**src/rtl/mtl_pkg.sv**
```systemverilog
package mtl_pkg;

    localparam int MAX_TOKEN_LEN_DEF = 99;
    localparam int LEN_W             = 8;
    localparam int BUNDLE_MAX        = 3;
    localparam int CNT_W             = 2;
    localparam int QUEUE_DEPTH       = 4;

    localparam logic [7:0] CH_LT    = 8'h3c;
    localparam logic [7:0] CH_GT    = 8'h3e;
    localparam logic [7:0] CH_BAR   = 8'h7c;
    localparam logic [7:0] CH_DOT   = 8'h2e;
    localparam logic [7:0] CH_MINUS = 8'h2d;
    localparam logic [7:0] CH_SPACE = 8'h20;
    localparam logic [7:0] CH_LF    = 8'h0a;
    localparam logic [7:0] CH_TAB   = 8'h09;

    localparam logic [2:0] KIND_STRING  = 3'd0;
    localparam logic [2:0] KIND_TAG     = 3'd1;
    localparam logic [2:0] KIND_NUMBER  = 3'd2;
    localparam logic [2:0] KIND_IDENT   = 3'd3;
    localparam logic [2:0] KIND_UNKNOWN = 3'd4;

    typedef enum logic [2:0] {
        MODE_IDLE   = 3'd0,
        MODE_TAG    = 3'd1,
        MODE_NUMBER = 3'd2,
        MODE_IDENT  = 3'd3,
        MODE_SKIP   = 3'd4,
        MODE_STRING = 3'd5,
        MODE_BAR    = 3'd6
    } t_mode;

    typedef struct packed {
        logic [2:0] kind;
        logic [7:0] token_char;
        logic       has_char;
        logic       token_end;
        logic       truncated;
        logic       last_result;
    } t_result;

    typedef struct packed {
        t_result [BUNDLE_MAX-1:0] items;
        logic [CNT_W-1:0]         cnt;
    } t_bundle;

    typedef struct packed {
        logic push;
        logic idle;
    } t_front_status;

    function automatic logic f_is_num(input logic [7:0] c);
        return (c inside {["0":"9"]}) || c == CH_DOT || c == CH_MINUS;
    endfunction

    function automatic logic f_is_letter(input logic [7:0] c);
        return (c inside {["a":"z"], ["A":"Z"]});
    endfunction

    function automatic logic [2:0] f_mode_kind(input t_mode m);
        logic [2:0] k;
        case (m)
            MODE_TAG:    k = KIND_TAG;
            MODE_NUMBER: k = KIND_NUMBER;
            MODE_IDENT:  k = KIND_IDENT;
            default:     k = KIND_STRING;
        endcase
        return k;
    endfunction

endpackage

```
**src/rtl/mtl_front.sv**
```systemverilog
module mtl_front
    import mtl_pkg::*;
#(
    parameter int MAX_TOKEN_LEN = MAX_TOKEN_LEN_DEF
) (
    input  logic          i_clk,
    input  logic          i_rst_n,
    input  logic          i_accept,
    input  logic [7:0]    i_char,
    input  logic          i_eot,
    output t_bundle       o_bundle,
    output t_front_status o_status
);

    typedef struct packed {
        t_mode            mode;
        logic [LEN_W-1:0] len;
        logic             ovf;
        t_bundle          b;
    } t_lex;

    t_mode            r_mode, n_mode;
    logic [LEN_W-1:0] r_len, n_len;
    logic             r_ovf, n_ovf;
    t_bundle          v_bundle;

    function automatic t_lex f_emit(input t_lex st, input logic [2:0] kind,
                                    input logic [7:0] ch, input logic has,
                                    input logic tend, input logic trunc);
        t_lex s;
        s = st;
        s.b.items[s.b.cnt] = '{kind: kind, token_char: ch, has_char: has,
                               token_end: tend, truncated: trunc, last_result: 1'b0};
        s.b.cnt = s.b.cnt + CNT_W'(1);
        return s;
    endfunction

    function automatic t_lex f_add(input t_lex st, input logic [7:0] c);
        t_lex s;
        s = st;
        if (s.len < LEN_W'(MAX_TOKEN_LEN)) begin
            s = f_emit(s, f_mode_kind(s.mode), c, 1'b1, 1'b0, 1'b0);
            s.len = s.len + LEN_W'(1);
        end else begin
            s.ovf = 1'b1;
        end
        return s;
    endfunction

    function automatic t_lex f_close(input t_lex st);
        t_lex s;
        s = f_emit(st, f_mode_kind(st.mode), 8'h00, 1'b0, 1'b1, st.ovf);
        s.mode = MODE_IDLE;
        s.len  = '0;
        s.ovf  = 1'b0;
        return s;
    endfunction

    function automatic t_lex f_start(input t_lex st, input logic [7:0] c);
        t_lex s;
        s = st;
        s.len = '0;
        s.ovf = 1'b0;
        if (c == CH_SPACE || c == CH_LF || c == CH_TAB) begin
            s.mode = MODE_IDLE;
        end else if (c == CH_LT) begin
            s.mode = MODE_TAG;
        end else if (f_is_num(c)) begin
            s.mode = MODE_NUMBER;
            s = f_add(s, c);
        end else if (f_is_letter(c)) begin
            s.mode = MODE_IDENT;
            s = f_add(s, c);
        end else if (c == CH_BAR) begin
            s.mode = MODE_SKIP;
        end else begin
            s.mode = MODE_IDLE;
            s = f_emit(s, KIND_UNKNOWN, c, 1'b1, 1'b0, 1'b0);
        end
        return s;
    endfunction

    always_comb begin
        t_lex s;
        s.mode = r_mode;
        s.len  = r_len;
        s.ovf  = r_ovf;
        s.b    = '0;
        case (r_mode)
            MODE_TAG: begin
                if (i_char == CH_GT) s = f_close(s);
                else                 s = f_add(s, i_char);
            end
            MODE_NUMBER: begin
                if (f_is_num(i_char)) begin
                    s = f_add(s, i_char);
                end else begin
                    s = f_close(s);
                    s = f_start(s, i_char);
                end
            end
            MODE_IDENT: begin
                if (f_is_letter(i_char)) begin
                    s = f_add(s, i_char);
                end else begin
                    s = f_close(s);
                    s = f_start(s, i_char);
                end
            end
            MODE_SKIP: begin
                s.mode = MODE_STRING;
            end
            MODE_STRING: begin
                if (i_char == CH_BAR) s.mode = MODE_BAR;
                else                  s = f_add(s, i_char);
            end
            MODE_BAR: begin
                if (i_char == CH_BAR) begin
                    s = f_close(s);
                end else begin
                    s.mode = MODE_STRING;
                    s = f_add(s, CH_BAR);
                    s = f_add(s, i_char);
                end
            end
            default: begin
                s = f_start(s, i_char);
            end
        endcase
        if (i_eot && s.mode != MODE_IDLE) begin
            if (s.mode == MODE_BAR) s = f_add(s, CH_BAR);
            s = f_close(s);
        end
        if (i_eot) begin
            s.mode = MODE_IDLE;
            s.len  = '0;
            s.ovf  = 1'b0;
        end
        // flag the final result of this byte
        if (s.b.cnt != '0) s.b.items[s.b.cnt - CNT_W'(1)].last_result = 1'b1;
        n_mode   = s.mode;
        n_len    = s.len;
        n_ovf    = s.ovf;
        v_bundle = s.b;
    end

    always_ff @(posedge i_clk) begin
        if (!i_rst_n) begin
            r_mode <= MODE_IDLE;
            r_len  <= '0;
            r_ovf  <= 1'b0;
        end else if (i_accept) begin
            r_mode <= n_mode;
            r_len  <= n_len;
            r_ovf  <= n_ovf;
        end
    end

    assign o_bundle      = v_bundle;
    assign o_status.push = i_accept && (v_bundle.cnt != '0);
    assign o_status.idle = (r_mode == MODE_IDLE);

endmodule

```
**src/rtl/mtl_queue.sv**
```systemverilog
module mtl_queue
    import mtl_pkg::*;
(
    input  logic    i_clk,
    input  logic    i_rst_n,
    input  logic    i_push,
    input  t_bundle i_data,
    output logic    o_full,
    input  logic    i_pop,
    output logic    o_valid,
    output t_bundle o_data
);

    localparam int PTR_W = $clog2(QUEUE_DEPTH);
    localparam int CNT_QW = $clog2(QUEUE_DEPTH + 1);

    t_bundle           r_mem [QUEUE_DEPTH];
    logic [PTR_W-1:0]  r_wr_ptr, r_rd_ptr;
    logic [CNT_QW-1:0] r_count;
    logic              v_push, v_pop;

    assign o_full  = (r_count == CNT_QW'(QUEUE_DEPTH));
    assign o_valid = (r_count != '0);
    assign o_data  = r_mem[r_rd_ptr];
    assign v_push  = i_push && !o_full;
    assign v_pop   = i_pop && o_valid;

    always_ff @(posedge i_clk) begin
        if (v_push) r_mem[r_wr_ptr] <= i_data;
    end

    always_ff @(posedge i_clk) begin
        if (!i_rst_n) begin
            r_wr_ptr <= '0;
            r_rd_ptr <= '0;
            r_count  <= '0;
        end else begin
            if (v_push) begin
                r_wr_ptr <= (r_wr_ptr == PTR_W'(QUEUE_DEPTH - 1)) ? '0 : r_wr_ptr + PTR_W'(1);
            end
            if (v_pop) begin
                r_rd_ptr <= (r_rd_ptr == PTR_W'(QUEUE_DEPTH - 1)) ? '0 : r_rd_ptr + PTR_W'(1);
            end
            if (v_push && !v_pop)      r_count <= r_count + CNT_QW'(1);
            else if (v_pop && !v_push) r_count <= r_count - CNT_QW'(1);
        end
    end

endmodule

```
**src/rtl/mtl_back.sv**
```systemverilog
module mtl_back
    import mtl_pkg::*;
(
    input  logic    i_clk,
    input  logic    i_rst_n,
    input  logic    i_q_valid,
    input  t_bundle i_q_data,
    output logic    o_q_pop,
    output logic    o_valid,
    input  logic    i_ready,
    output t_result o_result
);

    logic             r_valid;
    t_bundle          r_bundle;
    logic [CNT_W-1:0] r_idx;
    logic             v_fire, v_done, v_load;

    assign v_fire  = r_valid && i_ready;
    assign v_done  = v_fire && (r_idx == r_bundle.cnt - CNT_W'(1));
    assign v_load  = !r_valid || v_done;
    assign o_q_pop = v_load && i_q_valid;

    always_ff @(posedge i_clk) begin
        if (!i_rst_n) begin
            r_valid <= 1'b0;
            r_idx   <= '0;
        end else if (v_load) begin
            r_valid <= i_q_valid;
            r_idx   <= '0;
        end else if (v_fire) begin
            r_idx   <= r_idx + CNT_W'(1);
        end
    end

    always_ff @(posedge i_clk) begin
        if (v_load) r_bundle <= i_q_data;
    end

    assign o_valid  = r_valid;
    assign o_result = r_bundle.items[r_idx];

endmodule

```
**src/rtl/markup_token_lexer.sv**
```systemverilog
// Markup token lexer: takes one text byte per transaction and emits each token
// character, up to MAX_TOKEN_LEN per token, as its own result tagged with the
// token kind (string, tag, number, identifier), closing each token with an end
// marker; unrecognized bytes give a single result. A byte is accepted every cycle
// while the four-entry bundle queue between the lexer front and the output stage
// has room; the output port delivers one result per cycle while the receiver is
// ready, so a byte that causes n results (0 to 3) holds the output until all n
// are taken; sustained throughput is one byte per cycle while the average stays
// at one result per byte. Results pass through the queue and the output register.
module markup_token_lexer
    import mtl_pkg::*;
#(
    parameter int MAX_TOKEN_LEN = MAX_TOKEN_LEN_DEF
) (
    input  logic        i_clk,
    input  logic        i_rst_n,
    input  logic        i_s_tvalid,
    output logic        o_s_tready,
    input  logic [7:0]  i_s_tdata,  // char_byte[7:0]
    input  logic        i_s_tlast,  // end_of_text
    output logic        o_m_tvalid,
    input  logic        i_m_tready,
    output logic [15:0] o_m_tdata,  // token_char[7:0], truncated[8], last_result[9], zero
    output logic [3:0]  o_m_tuser,  // kind[2:0], has_char[3]
    output logic        o_m_tlast   // token_end
);

    logic          v_accept;
    logic          v_full;
    logic          v_q_valid;
    logic          v_q_pop;
    t_bundle       v_push_data;
    t_bundle       v_q_data;
    t_front_status v_front;
    t_result       v_res;

    assign o_s_tready = !v_full;
    assign v_accept   = i_s_tvalid && o_s_tready;

    mtl_front #(
        .MAX_TOKEN_LEN (MAX_TOKEN_LEN)
    ) u_front (
        .i_clk    (i_clk),
        .i_rst_n  (i_rst_n),
        .i_accept (v_accept),
        .i_char   (i_s_tdata),
        .i_eot    (i_s_tlast),
        .o_bundle (v_push_data),
        .o_status (v_front)
    );

    mtl_queue u_queue (
        .i_clk   (i_clk),
        .i_rst_n (i_rst_n),
        .i_push  (v_front.push),
        .i_data  (v_push_data),
        .o_full  (v_full),
        .i_pop   (v_q_pop),
        .o_valid (v_q_valid),
        .o_data  (v_q_data)
    );

    mtl_back u_back (
        .i_clk     (i_clk),
        .i_rst_n   (i_rst_n),
        .i_q_valid (v_q_valid),
        .i_q_data  (v_q_data),
        .o_q_pop   (v_q_pop),
        .o_valid   (o_m_tvalid),
        .i_ready   (i_m_tready),
        .o_result  (v_res)
    );

    assign o_m_tdata = {6'b0, v_res.last_result, v_res.truncated, v_res.token_char};
    assign o_m_tuser = {v_res.has_char, v_res.kind};
    assign o_m_tlast = v_res.token_end;

    a_eot_idle: assert property (@(posedge i_clk) disable iff (!i_rst_n)
        (v_accept && i_s_tlast) |=> v_front.idle)
        else $error("lexer not idle after end of text");

    a_push_nonempty: assert property (@(posedge i_clk) disable iff (!i_rst_n)
        v_front.push |-> (v_push_data.cnt != '0) && v_push_data.items[0].kind <= KIND_UNKNOWN)
        else $error("empty bundle pushed");

    a_trunc_on_end: assert property (@(posedge i_clk) disable iff (!i_rst_n)
        (o_m_tvalid && o_m_tdata[8]) |-> (o_m_tlast && !o_m_tuser[3]))
        else $error("truncated flag outside end marker");

endmodule
```
**config.mk**
```make
export PLATFORM = sky130hd
export DESIGN_NAME = markup_token_lexer
export DESIGN_NICKNAME = d
export VERILOG_FILES = /design/src/rtl/mtl_pkg.sv /design/src/rtl/mtl_front.sv /design/src/rtl/mtl_queue.sv /design/src/rtl/mtl_back.sv /design/src/rtl/markup_token_lexer.sv
export SDC_FILE = /design/constraint.sdc
export NUM_CORES = 1
export LEC_CHECK = 0
export ABC_CLOCK_PERIOD_IN_PS = 10900
export BUFFER_PORTS_ARGS = -buffer_cell sky130_fd_sc_hd__buf_2
export CAP_MARGIN = 0
export CORE_MARGIN = 2
export CORE_UTILIZATION = 55
export DETAILED_ROUTE_END_ITERATION = 10
export PLACE_DENSITY = 0.78
export SETUP_SLACK_MARGIN = 0.4
export SYNTH_ARGS = -nofsm -noshare
export SYNTH_HDL_FRONTEND = slang
export SYNTH_HIERARCHICAL = 1
export SYNTH_SLANG_ARGS = --single-unit
```
**constraint.sdc**
```tcl
create_clock -name i_clk -period 10.9 [get_ports i_clk]
set_input_delay 0.545 -clock i_clk [delete_from_list [all_inputs] [get_ports i_clk]]
set_output_delay 0.545 -clock i_clk [all_outputs]
set_load 0.01 [all_outputs]
```
==> impl_metrics.tcl <==
set metrics [dict create \
    postPlaceCellArea_um2 12200 \
    io_buffers 29 \
    antenna_found_initial 0 \
    tightest_slew_ps 957 \
    drc 0 \
    startpoint_type "register" \
    antenna_left 0 \
    yosysTopAreaCell "edfxtp_1" \
    swShare 0.266 \
    die_w_um 151 \
    die_y_um 151 \
    avgSynthCellArea_um2 14.5 \
    synthFlopType "edfxtp_1" \
    coreArea_um2 21200 \
    finish.utilization 0.613 \
    final_common_cell "edfxtp_1" \
    n_fill_cell 1513 \
    synth_seq_cells 259 \
    netlist_instances 824 \
    synth_area_leaders "edfxtp_1 59%, mux4_2 8.9%, dfxtp_1 4.0%" \
    seq_area_frac_synth 0.630 \
    start_util 0.565 \
    ys_warn_count 6 \
    synth-edff-count 235 \
    combPwrFrac 0.190 \
    h-tree-depth 1 \
    vias 6922 \
    setup_ws_ps 4230 \
    drt_iter0_drc 596 \
    r2r-start "u_front/r_len[0]$_SDFFE_PN0P_" \
    finalSetupViolCount 0 \
    synth_area_um2 12000 \
    drt-pass1-iter-count 5 \
    period_share 0.612 \
    async_flop_share 0 \
    grt_first_pass_wirelength_mm 38.4 \
    max_freq_ghz 0.150 \
    hpwl_mm 15.5 \
    grt_pass1_vias 6834 \
    path_class "reg2reg" \
    min_from "i_m_tready" \
    synth_top_area_share 0.590 \
    layout_common_cells "235 x edfxtp_1, 69 x nand2_1, 47 x mux4_2, 40 x o21ai_0, 33 x nor2_1" \
    p_int_w 0.00208 \
    power.share.clock 0.293 \
    root_buffer "clkbuf_16" \
    cts_buffer_depth 3 \
    gr-usage-all-layers 0.223 \
    cts_num_sinks 259 \
    tns_ps 0 \
    holdCritPathClass "in2reg" \
    via_per_inst 6.13 \
    fin_skew_ps 19.6 \
    worst_hold_path.endpoint "u_back/o_valid$_SDFFE_PN0P_" \
    synth.distinct_cells 87 \
    cts_resized 0 \
    cp-end-kind "register" \
    rsz0062_at_grt "false" \
    dp_slack_ps 4320 \
    gp_congestion 0.971 \
    rrSetupSlack_ps 4230 \
    crit_fanout 10 \
    grt.overflow.total 0 \
    antenna-diode-count 0 \
    p_leak_nw 4.27 \
    ff2ff_path_depth 26 \
    ctsHoldBuffers 0 \
    cts_setup_buffers 0 \
    drv_cap 0 \
    nets 867 \
    period_minus_slack_ps 6670 \
    final_max_slew_viol_count 0 \
    cts_tree "built" \
    hold_depth 2 \
    wl_mm 24.8 \
    design_area_um2 13000 \
    rows 53 \
    switching_power_w 0.000753 \
    r2r_end "u_queue/r_count[2]$_SDFFE_PN0P_" \
    hold_viol 0 \
    grt_max_degree 48 \
    dieArea_um2 22900 \
    critPathArrivalTime_ps 7120 \
    cts_made_buffers 26 \
    slew_headroom 0.362 \
    cts.clk_slew.worst_paths_ps 60 \
    finalPower_w 0.00283 \
    critPathRequiredTime_ps 11350 \
    outcome "finished, final reports clean" \
    clock_latency_ps 530 \
    pwr_density_cell_nw_per_um2 219 \
    power_frac_seq 0.517 \
    wire_per_inst_um 22.0 \
    ir_drop_v 0.000138 \
    synthToLayoutAreaGrowth_pct 8.38 \
    drive_gt1_frac 0.180 \
    ioPinCount 36 \
]
==> synthesized netlist by cell type, types with 3 or more instances <==
master      n
edfxtp_1  235
nand2_1    69
mux4_2     47
o21ai_0    40
nor2_1     33
a21oi_1    30
clkbuf_1   25
dfxtp_1    24
mux2i_1    23
buf_4      19
inv_1      19
nor2b_1    19
and2_1     16
ha_1       16
nand2b_1   13
nand3_1    13
buf_2      10
nand4_1     9
nor3_1      8
xnor2_1     8
a31oi_1     7
nand3b_1    7
o21ai_1     7
xor2_1      7
a22oi_1     6
o211ai_1    6
o22ai_1     6
o31ai_1     6
buf_6       5
a21o_1      4
nor3b_1     4
a211oi_1    3
buf_12      3
nor4_1      3
nor4b_1     3
o21a_1      3
o31a_1      3
or3_1       3
==> state kept, by name (all words and copies together), names as in the netlist, named ones only <==
name              flops
u_front/r_mode        3
u_front/r_ovf         1
u_queue/r_wr_ptr      2
u_queue/r_count       3
u_back/r_bundle      47
u_queue/r_rd_ptr      2
u_back/o_valid        1
u_queue/r_mem       188
u_back/r_idx          2
u_front/r_len         8
==> power by group through the flow <==
stage	clock network [W]	logic, W	registers, W
finish	0.000829	0.000539	0.00147
global route	0.000880	0.000583	0.00150
CTS	0.000844	0.000542	0.00147
detailed placement	0	0.000533	0.00149
global placement	0	0.000519	0.00147
floorplan	0	0.000458	0.00141
==> layout make-up <==
class | count | area (um2) | share of cell area
repair buffers | 40 | 228 | 0.0176
flip-flops and latches | 259 | 7540 | 0.582
clock buffers | 33 | 698 | 0.0539
multi-input cells | 490 | 3980 | 0.307
clock inverters | 13 | 91.3 | 0.00705
inverters | 20 | 75.1 | 0.00579
well taps | 275 | 344 | 0.0265
==> worst max-delay path, stage by stage (launching register included) <==
cell and delay [ps]:
dfxtp_1 400, ha_1 350, nor4_1 190, a21o_1 380
mux2_2 420, ha_1 240, nand2b_1 160, o21ai_2 310
ha_1 310, nor3_1 170, nor3_1 70, a311oi_1 200
o31ai_1 100, and2_1 230, ha_1 370, o21a_1 200
ha_1 270, mux2i_2 90, o21ai_1 160, a41o_1 130
nor2b_1 440, ha_1 270, inv_1 60, fa_1 370
xor2_1 170, or3_1 320, a21boi_0 180
==> worst max path at each step <==
stage | depth (start not counted) | startpoint | slack (ps) | end
after CTS | 26 | u_front/r_len[0]$_SDFFE_PN0P_ | 4280 | u_queue/r_count[2]$_SDFFE_PN0P_
after global routing | 27 | u_front/r_len[0]$_SDFFE_PN0P_ | 3760 | u_queue/r_count[2]$_SDFFE_PN0P_
after floorplan | 25 | u_front/r_len[1]$_SDFFE_PN0P_ | 4760 | u_queue/r_mem[0][0]$_DFFE_PP_
after detailed placement | 26 | u_front/r_len[0]$_SDFFE_PN0P_ | 4320 | u_queue/r_count[2]$_SDFFE_PN0P_
after global placement | 26 | u_front/r_len[0]$_SDFFE_PN0P_ | 4540 | u_queue/r_count[2]$_SDFFE_PN0P_
final | 26 | u_front/r_len[0]$_SDFFE_PN0P_ | 4230 | u_queue/r_count[2]$_SDFFE_PN0P_
==> logic make-up after synthesis <==
group | count (synthesis) | synth area share
AO/OA/AOI/OAI | 154 | 0.0887
other | 2 | 0.000628
XOR/XNOR | 16 | 0.0133
flip-flops | 259 | 0.630
multiplexers | 73 | 0.111
AND/OR/NAND/NOR | 219 | 0.0968
adder cells (fa/ha/maj) | 18 | 0.0193
buffers and inverters | 83 | 0.0403
==> through the flow <==
stage	std cells	hold slack, ps
after floorplan	832	468
after global placement	1084	489
after detailed placement	1084	491
after CTS	1130	272
after global routing	1130	280
final	1130	290
==> routing by layer <==
layer / part of all wire / global-route usage
met1: 0.41 / 0.292
met2: 0.51 / 0.387
met3: 0.056 / 0.0326
met4: 0.025 / 0.0692
met5: 0 / 0
(Power assumes the default switching activity.)
